$ cat src/hw/rtl/xlsu_pkg.sv
// xlsu_pkg: shared types and constants for the x86 logic and shift unit
// command codes, width codes, flag and execute-result structs
// no dependencies
package xlsu_pkg;

    // operand and result width
    localparam int unsigned DATA_W = 32;

    // command codes
    typedef enum logic [3:0] {
        CMD_TEST = 4'd0,
        CMD_AND  = 4'd1,
        CMD_XOR  = 4'd2,
        CMD_OR   = 4'd3,
        CMD_SAR  = 4'd4,
        CMD_SHL  = 4'd5,
        CMD_SHLD = 4'd6,
        CMD_SHR  = 4'd7,
        CMD_SHRD = 4'd8,
        CMD_NOT  = 4'd9
    } t_cmd;

    // operand width codes; code three behaves as 32 bits
    typedef enum logic [1:0] {
        WID_8  = 2'd0,
        WID_16 = 2'd1,
        WID_32 = 2'd2,
        WID_32X = 2'd3
    } t_width;

    // stored flag state
    typedef struct packed {
        logic of;
        logic sf;
        logic zf;
        logic cf;
    } t_flags;

    // what the execute logic hands to the result register
    typedef struct packed {
        logic [DATA_W-1:0] result;
        logic              write_back;
        t_flags            flags;
    } t_exec_out;

endpackage

$ cat src/hw/rtl/xlsu_exec.sv
// xlsu_exec: combinational execute logic for one logic or shift operation
// computes result, write-back and next flags from the operands and old flags
// depends on xlsu_pkg
module xlsu_exec
    import xlsu_pkg::*;
(
    input  logic [3:0]        i_command,
    input  logic [1:0]        i_width_code,
    input  logic [DATA_W-1:0] i_dest_value,
    input  logic [DATA_W-1:0] i_src_value,
    input  logic [DATA_W-1:0] i_fill_value,
    input  t_flags            i_flags,
    output t_exec_out         o_exec
);

    logic [DATA_W-1:0]   mask;
    logic [DATA_W-1:0]   d;
    logic [DATA_W-1:0]   d_sext;
    logic [DATA_W-1:0]   sar_res;
    logic [4:0]          cnt;
    logic [2*DATA_W-1:0] pair_l;
    logic [2*DATA_W-1:0] pair_r;
    logic [2*DATA_W-1:0] shl_pair;
    logic [2*DATA_W-1:0] shr_pair;
    logic [DATA_W-1:0]   shld_res;
    logic [DATA_W-1:0]   r;
    logic                wb;
    logic                is_logic;
    logic                is_shift;
    logic                sf_bit;

    // operand masking, sign extension and the double-shift pairs per width
    always_comb begin
        case (t_width'(i_width_code))
            WID_8: begin
                mask   = 32'h0000_00FF;
                d_sext = {{24{i_dest_value[7]}}, i_dest_value[7:0]};
                pair_l = {48'b0, i_dest_value[7:0], i_fill_value[7:0]};
                pair_r = {48'b0, i_fill_value[7:0], i_dest_value[7:0]};
            end
            WID_16: begin
                mask   = 32'h0000_FFFF;
                d_sext = {{16{i_dest_value[15]}}, i_dest_value[15:0]};
                pair_l = {32'b0, i_dest_value[15:0], i_fill_value[15:0]};
                pair_r = {32'b0, i_fill_value[15:0], i_dest_value[15:0]};
            end
            default: begin
                mask   = 32'hFFFF_FFFF;
                d_sext = i_dest_value;
                pair_l = {i_dest_value, i_fill_value};
                pair_r = {i_fill_value, i_dest_value};
            end
        endcase
    end

    assign d        = i_dest_value & mask;
    assign cnt      = i_src_value[4:0];
    assign shl_pair = pair_l << cnt;
    assign shr_pair = pair_r >> cnt;

    // arithmetic shift of the sign-extended operand, kept apart from the mask
    assign sar_res  = $signed(d_sext) >>> cnt;

    // upper half of the shifted left pair
    always_comb begin
        case (t_width'(i_width_code))
            WID_8:   shld_res = {24'b0, shl_pair[15:8]};
            WID_16:  shld_res = {16'b0, shl_pair[31:16]};
            default: shld_res = shl_pair[63:32];
        endcase
    end

    // operation select
    always_comb begin
        r        = d;
        wb       = 1'b1;
        is_logic = 1'b0;
        is_shift = 1'b0;
        case (i_command)
            CMD_TEST: begin
                r        = d & i_src_value;
                wb       = 1'b0;
                is_logic = 1'b1;
            end
            CMD_AND: begin
                r        = d & i_src_value;
                is_logic = 1'b1;
            end
            CMD_XOR: begin
                r        = (d ^ i_src_value) & mask;
                is_logic = 1'b1;
            end
            CMD_OR: begin
                r        = (d | i_src_value) & mask;
                is_logic = 1'b1;
            end
            CMD_SAR: begin
                r        = sar_res & mask;
                is_shift = 1'b1;
            end
            CMD_SHL: begin
                r        = (d << cnt) & mask;
                is_shift = 1'b1;
            end
            CMD_SHR: begin
                r        = (d >> cnt) & mask;
                is_shift = 1'b1;
            end
            CMD_SHLD: begin
                r        = shld_res;
                is_shift = 1'b1;
            end
            CMD_SHRD: begin
                r        = shr_pair[DATA_W-1:0] & mask;
                is_shift = 1'b1;
            end
            CMD_NOT: begin
                r = ~d & mask;
            end
            default: begin
                r  = d;
                wb = 1'b0;
            end
        endcase
    end

    // sign bit at the operand width
    always_comb begin
        case (t_width'(i_width_code))
            WID_8:   sf_bit = r[7];
            WID_16:  sf_bit = r[15];
            default: sf_bit = r[31];
        endcase
    end

    // flag update: logic ops clear cf and of, shifts keep them
    always_comb begin
        o_exec.result     = r;
        o_exec.write_back = wb;
        o_exec.flags      = i_flags;
        if (is_logic || is_shift) begin
            o_exec.flags.zf = (r == '0);
            o_exec.flags.sf = sf_bit;
        end
        if (is_logic) begin
            o_exec.flags.cf = 1'b0;
            o_exec.flags.of = 1'b0;
        end
    end

endmodule

$ cat src/hw/rtl/x86_logic_shift_unit.sv
// x86_logic_shift_unit: top level of the x86 logic and shift unit
// input register, execute logic, flag register and result register
// depends on xlsu_pkg and xlsu_exec
//
// Executes one x86 logic or shift operation (test, and, xor, or, not, shl,
// shr, sar, shld, shrd) per transfer on 8-, 16- or 32-bit operands and keeps
// CF, ZF, SF and OF between operations; all flags are zero after reset. The
// unit accepts one transfer every cycle while the master side is not stalled,
// and each transfer passes the input register and then the result register
// on its way to the master side. The flag register is updated as an
// operation moves from the input register into the result register, so flags
// always follow the order of the transfers. Shift counts use src bits [4:0];
// a double shift by zero returns dest. Command codes 10 to 15 return dest
// with write_back low and flags unchanged. A stalled master side holds both
// stages and then deasserts o_s_tready.
module x86_logic_shift_unit
    import xlsu_pkg::*;
(
    input  logic         i_clk,
    input  logic         i_rst_n,
    // slave side
    input  logic         i_s_tvalid,
    output logic         o_s_tready,
    // [31:0] dest_value, [63:32] src_value, [95:64] fill_value
    input  logic [95:0]  i_s_tdata,
    // [3:0] command, [5:4] width_code
    input  logic [5:0]   i_s_tuser,
    // master side
    output logic         o_m_tvalid,
    input  logic         i_m_tready,
    // [31:0] result, [32] zero_flag, [33] sign_flag, [34] carry_flag,
    // [35] overflow_flag, [39:36] zero
    output logic [39:0]  o_m_tdata,
    // [0] write_back
    output logic         o_m_tuser
);

    logic              r_s1_valid;
    logic [3:0]        r_s1_command;
    logic [1:0]        r_s1_width;
    logic [DATA_W-1:0] r_s1_dest;
    logic [DATA_W-1:0] r_s1_src;
    logic [DATA_W-1:0] r_s1_fill;
    logic              r_out_valid;
    logic [DATA_W-1:0] r_out_result;
    logic              r_out_wb;
    t_flags            r_out_flags;
    t_flags            r_flags;
    t_exec_out         n_exec;
    logic              out_ready;
    logic              s1_move;
    logic              in_xfer;

    // handshake control
    assign out_ready  = !r_out_valid || i_m_tready;
    assign s1_move    = r_s1_valid && out_ready;
    assign o_s_tready = !r_s1_valid || out_ready;
    assign in_xfer    = i_s_tvalid && o_s_tready;

    // execute stage
    xlsu_exec u_exec (
        .i_command    (r_s1_command),
        .i_width_code (r_s1_width),
        .i_dest_value (r_s1_dest),
        .i_src_value  (r_s1_src),
        .i_fill_value (r_s1_fill),
        .i_flags      (r_flags),
        .o_exec       (n_exec)
    );

    // control registers and flag state
    always_ff @(posedge i_clk) begin
        if (!i_rst_n) begin
            r_s1_valid  <= 1'b0;
            r_out_valid <= 1'b0;
            r_flags     <= '0;
        end else begin
            if (o_s_tready) begin
                r_s1_valid <= i_s_tvalid;
            end
            if (out_ready) begin
                r_out_valid <= r_s1_valid;
            end
            if (s1_move) begin
                r_flags <= n_exec.flags;
            end
        end
    end

    // input register payload
    always_ff @(posedge i_clk) begin
        if (in_xfer) begin
            r_s1_command <= i_s_tuser[3:0];
            r_s1_width   <= i_s_tuser[5:4];
            r_s1_dest    <= i_s_tdata[31:0];
            r_s1_src     <= i_s_tdata[63:32];
            r_s1_fill    <= i_s_tdata[95:64];
        end
    end

    // result register payload
    always_ff @(posedge i_clk) begin
        if (s1_move) begin
            r_out_result <= n_exec.result;
            r_out_wb     <= n_exec.write_back;
            r_out_flags  <= n_exec.flags;
        end
    end

    // master side outputs
    assign o_m_tvalid = r_out_valid;
    assign o_m_tdata  = {4'b0, r_out_flags.of, r_out_flags.cf, r_out_flags.sf,
                         r_out_flags.zf, r_out_result};
    assign o_m_tuser  = r_out_wb;

`ifndef ASSERT_OFF
    // flags cannot move while the result register is stalled
    a_flags_hold_on_stall: assert property (@(posedge i_clk) disable iff (!i_rst_n)
        (r_out_valid && !i_m_tready) |=> $stable(r_flags))
        else $error("flag state changed while result stalled");

    // a shown result carries the current flag state
    a_out_flags_match: assert property (@(posedge i_clk) disable iff (!i_rst_n)
        r_out_valid |-> (r_out_flags == r_flags))
        else $error("result flags differ from flag state");

    // not leaves every flag alone
    a_not_keeps_flags: assert property (@(posedge i_clk) disable iff (!i_rst_n)
        (s1_move && (r_s1_command == CMD_NOT)) |=> $stable(r_flags))
        else $error("not changed the flags");
`endif

endmodule
$ cat config.mk
export PLATFORM = sky130hd
export DESIGN_NAME = x86_logic_shift_unit
export DESIGN_NICKNAME = d
export VERILOG_FILES = /design/src/hw/rtl/xlsu_pkg.sv /design/src/hw/rtl/xlsu_exec.sv /design/src/hw/rtl/x86_logic_shift_unit.sv
export SDC_FILE = /design/constraint.sdc
export NUM_CORES = 1
export LEC_CHECK = 0
export BUFFER_PORTS_ARGS = -buffer_cell sky130_fd_sc_hd__buf_4
export CORE_ASPECT_RATIO = 2
export CORE_MARGIN = 2
export CORE_UTILIZATION = 30
export CTS_BUF_LIST = sky130_fd_sc_hd__clkbuf_4
export DETAILED_ROUTE_END_ITERATION = 16
export PLACE_DENSITY = 0.54
export RECOVER_POWER = 100
export SYNTH_ARGS = -nofsm -noshare
export SYNTH_HDL_FRONTEND = slang
export SYNTH_SLANG_ARGS = --single-unit
$ cat constraint.sdc
create_clock -name i_clk -period 4 [get_ports i_clk]
set_input_delay 0.8 -clock i_clk [delete_from_list [all_inputs] [get_ports i_clk]]
set_output_delay 0.8 -clock i_clk [all_outputs]
set_load 0.03 [all_outputs]
==> qor.csv, run 1 <==
metric,value,unit
share of the synthesized area in the top cell type,0.200,
Boundary Pins,149,
Root Buffer,clkbuf_4,
Placer Congestion,1.17,
outcome,did not finish,
GRT Total Usage,0.597,
total gr overflow,12,
post-synthesis mux area share,0.179,
HPWL Detailed,162000,um
post-synthesis cell area,0.0209,mm^2
starting density of the core,0.301,
adder-cell share of the synthesized area,0.0389,
Yosys reg bits,145,
number of flops mapped to enable cells by yosys,139,
IO Port Bufs,144,
average instance area after synthesis,8.18,um^2
pin count of the biggest net entering global routing,55,
xor/xnor cell area share of the yosys netlist,0,
synth top area cells,"edfxtp_1, mux2i_1, mux4_2, a21oi_1, nand2_1",
cts bufs inserted,17,
H-tree depth,4,
asr flop ratio synth,0,
first-pass GRT wire length,293000,um
vias in the first global route,32804,
post-synthesis simple-gate area fraction,0.173,
Site Rows,137,
Clock Path Buffers,2,
Stop stage,5_1_grt,
die height,377,um
CTS Sinks,145,
Chip Width,191,um
Synth cell types,107,
Halt Reason,[ERROR GRT-0116] Global routing finished with congestion. Check the congestion regions in the DRC Viewer.,
Cells after Synth,2556,
Compound-Gate Fraction of Synth Area,0.320,
Most used DFF post-synth,edfxtp_1,
dominant cell type by area after synthesis,edfxtp_1,
pre-CTS setup slack,-0.767,ns
Synth Warn #,0,
sequential share of the synthesized area,0.205,
main combinational cell family by area after synthesis,compound AO/OA/AOI/OAI gates,
## stage by stage
step | area, um^2 | cells | TNS [ns] | utilization
floorplan | 20900 | 2559 | 0 | -
global placement | 31300 | 4487 | -3.80 | 0.450
detailed placement | 31300 | 4488 | -2.96 | 0.450
CTS | 32000 | 4524 | -0.149 | 0.461
## layer usage
metal	overflow	global-route usage
met3	0	0.290
met4	4	0.675
met2	8	0.848
met5	0	0.0147
met1	0	0.595
## logic make-up after synthesis
group	count (synthesis)
AOI/OAI and AO/OA	959
DFF	145
adders and majority gates	65
buffers and inverters	374
other	1
muxes	280
and+or+nand+nor	732
## cells in the mapped netlist (all sizes together) (60+ instances only)
cell type	number
inv	93
buf	148
nor3	66
a21oi	177
nor2	164
mux4	67
ha	65
o22ai	81
clkbuf	129
mux2i	163
a31oi	62
nand3	60
nand2	231
o21ai	158
edfxtp	139
## what timing repair did
item / in CTS
resized for setup: 103
buffers inserted: 4
cloned: 0
hold buffers: 0
setup endpoints to repair: 14
pin swaps: 13
==> inputs of run 2 (changes only) <==
- CORE_ASPECT_RATIO: 2 -> not set
- CORE_UTILIZATION: 30 -> 20
- CTS_BUF_LIST: sky130_fd_sc_hd__clkbuf_4 -> not set
- PLACE_DENSITY: 0.54 -> not set
- PLACE_DENSITY_LB_ADDON: not set -> 0.15
- clock period: 4 -> 5.2 ns (I/O delays scaled with it)
==> qor.csv, run 2 <==
metric,value,unit
outcome,"finished, violations left",
failing checks,"max-capacitance violations, max-slew violations",
Synth Warn #,0,
first drt pass iteration count,7,
sequential share of the synthesized area,0.205,
Worst slew margin,-1.34,
Multi-input gate area,0.0149,mm^2
CP Class,reg -> reg,
Synth cell types,107,
Boundary Pins,149,
"commonest non-fill, non-tap cell in the layout",buf_4,
number of flops mapped to enable cells by yosys,139,
Synth top cells by count,"nand2_1, a21oi_1, nor2_1",
minimum clock period,5.15,ns
initial DRC count,4256,
share of the synthesized area in the top cell type,0.200,
Site Rows,118,
clock skew,0.0220,ns
average instance area after synthesis,8.18,um^2
post-synthesis cell area,0.0209,mm^2
r2r setup slk,0.05,ns
cts bufs inserted,17,
drt total wl,183000,um
TNS Setup,0,ns
HPWL Detailed,147000,um
TritonCTS clock tree,yes,
Final Max Tran Viols,115,
Reg2Reg Launch Point,r_s1_width[0]$_DFFE_PP_,
final hold violation count,0,
Chip Width,327,um
critical path arrival,5.51,ns
# DRC,0,
synth top area cells,"edfxtp_1, mux2i_1, mux4_2, a21oi_1, nand2_1",
starting density of the core,0.202,
CP max-delay cell,nor4b_1,
pin count of the biggest net entering global routing,69,
crit-path cells,buf_12 -> or2_1 -> mux4_2 -> a21oi_1 -> nor3_1 -> o31ai_1 -> nand4_1 -> o32ai_1 -> nand4_1 -> nor4b_1 -> nand4_1 -> o32ai_1,
share of layout cells above drive strength 1,0.276,
CTS resizes,0,
Yosys reg bits,145,
P&R area growth vs syn,30.3,%
Hold Startpoint,r_flags[3]$_SDFFE_PN0P_,
Finish-stage setup viols,0,
Placer Congestion,1.06,
Crit. End Element,flop,
total gr overflow,0,
Worst-path clk slew,0.07,ns
RR Endpoint,o_m_tdata[32]$_DFFE_PP_,
IO Port Bufs,144,
max-cap violation count,4,
hold path depth,1,
Pleak,10.5,nW
GRT Total Usage,0.332,
Skew-Pair Late Insertion Delay,0.55,ns
post-DR vias/cell,6.17,
CTS Sinks,145,
crit-path most repeated cell,nand4_1,
Root Buffer,clkbuf_16,
core area,0.104,mm^2
WP data required,5.56,ns
maximum clock frequency,0.194,GHz
Critical Path Source Type,flop,
Clock Path Buffers,2,
Post-CTS Setup Bufs,0,
"Power, Total",5.73,mW
die area,0.107,mm^2
register area,0.00429,mm^2
dominant cell type by area after synthesis,edfxtp_1,
first-pass GRT wire length,241000,um
antenna-violating nets left,0,
Worst IR Drop VDD,0.000217,V
initial antenna violation count,21,
Worst Path Max Fanout,33,
H-tree depth,4,
hold buffer count at cts,0,
worst hold path class,reg -> reg,
Most used DFF post-synth,edfxtp_1,
DR WL/cell,41.8,um
Final Cycle Share,0.990,
"commonest cells after routing, fill and taps aside","buf_4, nand2_1, a21oi_1, mux2i_1, nor2_1",
Vias,27037,
Cells after Synth,2556,
"count leader, synth",nand2_1,
worst slew pin tran,3.50,ns
asr flop ratio synth,0,
final net count,3152,
vias in the first global route,25833,
worst reg2reg path depth,12,
Fillers,11460,
die height,327,um
pwr dens,210,mW/mm^2
CP peak stage delay,0.66,ns
Hold Path Sink,r_flags[3]$_SDFFE_PN0P_,
[run 2: cell counts after synthesis]
No cell type changed its count.
[run 2: how the worst max path moves through the flow]
stage	end	startpoint
4_1_cts	o_m_tdata[32]$_DFFE_PP_	r_s1_src[0]$_DFFE_PP_
3_3_place_gp	o_m_tdata[32]$_DFFE_PP_	r_s1_src[0]$_DFFE_PP_
6_report	o_m_tdata[32]$_DFFE_PP_	r_s1_width[0]$_DFFE_PP_
2_1_floorplan	r_s1_command[0]$_DFFE_PP_	i_m_tready
5_1_grt	o_m_tdata[32]$_DFFE_PP_	r_s1_width[0]$_DFFE_PP_
3_5_place_dp	o_m_tdata[32]$_DFFE_PP_	r_s1_dest[0]$_DFFE_PP_
[run 2: kinds of logic (layout without fill, tap and decap cells)]
family | count (synthesis) | count (layout) | synth area share
flip-flops | 145 | 145 | 0.205
AO/OA/AOI/OAI | 959 | 959 | 0.320
multiplexers | 280 | 280 | 0.179
adder cells (fa/ha/maj) | 65 | 65 | 0.0389
AND/OR/NAND/NOR | 732 | 732 | 0.173
buffers and inverters | 374 | 809 | 0.0840
other | 1 | 11 | 0.000179
[run 2: layout make-up]
type,instances,share of cell area
multi-input combinational,2040,0.547
timing repair buffer,680,0.195
sequential,145,0.158
tap,1380,0.0633
clock buffer,17,0.0156
inverter,97,0.0134
clock inverter,15,0.00707
antenna,7,0.000642
[run 2: stage by stage]
| step | hold WS (ns) | utilization | instances | worst slack (ns) | cell area (um^2) |
|---|---|---|---|---|---|
| 6_report | 0.484 | 0.263 | 4381 | 0.0521 | 27300 |
| 3_3_place_gp | 0.459 | 0.259 | 4341 | 0.00505 | 26900 |
| 3_5_place_dp | 0.470 | 0.259 | 4342 | 0.150 | 26900 |
| 4_1_cts | 0.485 | 0.265 | 4374 | 0.115 | 27500 |
| 5_1_grt | 0.498 | 0.263 | 4375 | -0.00473 | 27200 |
| 2_1_floorplan | 0.444 | - | 2559 | 0.960 | 20900 |
[run 2: power by group]
part | internal [mW] | total (mW) | switching, mW | leakage, nW
Sequential | 1.37 | 1.51 | 0.140 | 1.39
Clock | 0.692 | 1.41 | 0.717 | 0.295
Combinational | 0.971 | 2.81 | 1.84 | 8.84
Total | 3.03 | 5.73 | 2.70 | 10.5
[run 2: per-layer routing]
layer	wire length, um	GRT usage	vias up	part of all wire
li1	-	-	10889	-
met1	74900	0.430	13712	0.41
met2	76900	0.494	1929	0.42
met3	17400	0.0849	491	0.095
met4	13600	0.198	16	0.074
met5	125	0	-	0.00068
[run 2: critical path, delay by kind of cell (launching register included)]
family,cells,cell delay [ns]
DFF,1,0.38
muxes,1,0.64
buffers and inverters,1,0.24
AOI/OAI and AO/OA,4,1.80
and+or+nand+nor,6,1.85
Power figures use the tool's default switching activity.
==> inputs of run 3 (changes only) <==
- clock period: 5.2 -> 5.6 ns (I/O delays scaled with it)
==> qor.csv, run 3 (synthesized netlist as in run 2, its figures left out) <==
metric,value,unit
Final Cycle Share,0.979,
Worst-path clk slew,0.08,ns
pre-CTS setup slack,0.521,ns
TNS Setup,0,ns
failing checks,"max-capacitance violations, max-slew violations",
first-pass GRT wire length,247000,um
first drt pass iteration count,8,
crit-path most repeated cell,a21oi_1,
CP peak stage delay,1.11,ns
Boundary Pins,149,
clock skew,0.0271,ns
initial antenna violation count,22,
cts bufs inserted,17,
# DRC,0,
WP data required,6.05,ns
CTS Sinks,145,
Chip Width,327,um
Worst Path Max Fanout,18,
hold buffer count at cts,0,
Crit. End Element,flop,
Skew-Pair Late Insertion Delay,0.54,ns
drt total wl,187000,um
WL met2,79500,um
pin count of the biggest net entering global routing,72,
CTS resizes,0,
"commonest cells after routing, fill and taps aside","buf_4, nand2_1, a21oi_1, mux2i_1, nor2_1",
Finish-stage setup viols,0,
CP Class,reg -> reg,
post-DR vias/cell,6.25,
core area,0.104,mm^2
Worst IR Drop VDD,0.000188,V
IO Port Bufs,144,
RSZ-0062 raised after global routing,no,
maximum clock frequency,0.182,GHz
Site Rows,118,
metal1 wirelength,78800,um
die area,0.107,mm^2
P&R area growth vs syn,23.9,%
TritonCTS clock tree,yes,
Pleak,9.75,nW
Root Buffer,clkbuf_16,
highest metal used,met5,
max-cap violation count,4,
Worst slew margin,-1.15,
final hold violation count,0,
critical path arrival,5.93,ns
outcome,"finished, violations left",
Post-CTS Setup Bufs,0,
GRT Total Usage,0.342,
HPWL Detailed,151000,um
worst hold path class,reg -> reg,
Final Non-Filler Cells,4229,
starting density of the core,0.202,
final worst slack,0.119,ns
total gr overflow,0,
Final Max Tran Viols,146,
share of layout cells above drive strength 1,0.238,
crit-path cells,nor2b_2 -> clkbuf_1 -> a31oi_1 -> mux4_2 -> mux2_2 -> nor3_1 -> a311o_1 -> a21oi_1 -> mux2_1 -> a21oi_1 -> nor2_1 -> nor3b_1,
"commonest non-fill, non-tap cell in the layout",buf_4,
antenna-violating nets left,0,
die height,327,um
placed instance count,4190,
worst slew pin tran,3.22,ns
CP max-delay cell,edfxtp_1,
H-tree depth,4,
Vias,26412,
Placer Congestion,1.05,
Clock Path Buffers,2,
DR WL/cell,44.3,um
initial DRC count,3857,
Critical Path Source Type,flop,
vias in the first global route,25356,
final net count,3000,
minimum clock period,5.48,ns
met3 wire len,16500,um
pwr dens,200,mW/mm^2
==> run 3: cell types whose count changed in the layout (fill, tap and decap cells not counted), sizes merged <==
cell,change
buf,-149
clkinv,-1
inv,+1
clkdlybuf4s18,-1
clkbuf,-2
==> run 3: final timing paths <==
check,end,slack [ns],depth (start not counted),from
worst min register to register,r_flags[3]$_SDFFE_PN0P_,0.48,1,r_flags[3]$_SDFFE_PN0P_
worst max register to register,r_flags[2]$_SDFFE_PN0P_,0.12,12,r_s1_width[0]$_DFFE_PP_
worst min-delay path,r_flags[3]$_SDFFE_PN0P_,0.48,1,r_flags[3]$_SDFFE_PN0P_
worst max-delay path,r_flags[2]$_SDFFE_PN0P_,0.12,12,r_s1_width[0]$_DFFE_PP_
==> run 3: stage by stage <==
step	util	power, mW	area, um^2	hold WS (ns)
floorplan	-	2.52	20900	0.444
global placement	0.246	3.87	25500	0.459
detailed placement	0.246	3.84	25500	0.463
CTS	0.252	5.17	26100	0.480
global route	0.250	5.31	25900	0.489
finish	0.250	5.19	25900	0.479
==> run 3: layout make-up <==
cell class	instances	area, um^2
Fill cell	11454	77700
Multi-Input combinational cell	2040	14900
Sequential cell	145	4290
Timing Repair Buffer	528	3960
Tap cell	1380	1730
Clock buffer	17	425
Inverter	97	367
Clock inverter	15	185
Antenna cell	7	17.5
==> run 3: where the power goes <==
group | leakage (nW) | internal [mW] | switching, mW
Combinational | 8.06 | 0.791 | 1.67
Sequential | 1.39 | 1.27 | 0.160
Clock | 0.293 | 0.641 | 0.656
==> run 3: critical path: cells and delay by family, from the launching register on <==
| kind | cells | cell delay (ns) |
|---|---|---|
| and+or+nand+nor | 4 | 1.61 |
| AOI/OAI and AO/OA | 4 | 0.93 |
| muxes | 3 | 1.27 |
| buffers and inverters | 1 | 0.45 |
| DFF | 1 | 1.11 |
==> run 3: per-layer routing <==
metal,up-vias,track usage
met3,384,0.0751
met1,13631,0.453
met5,-,0
met2,1779,0.509
li1,10602,-
met4,16,0.201
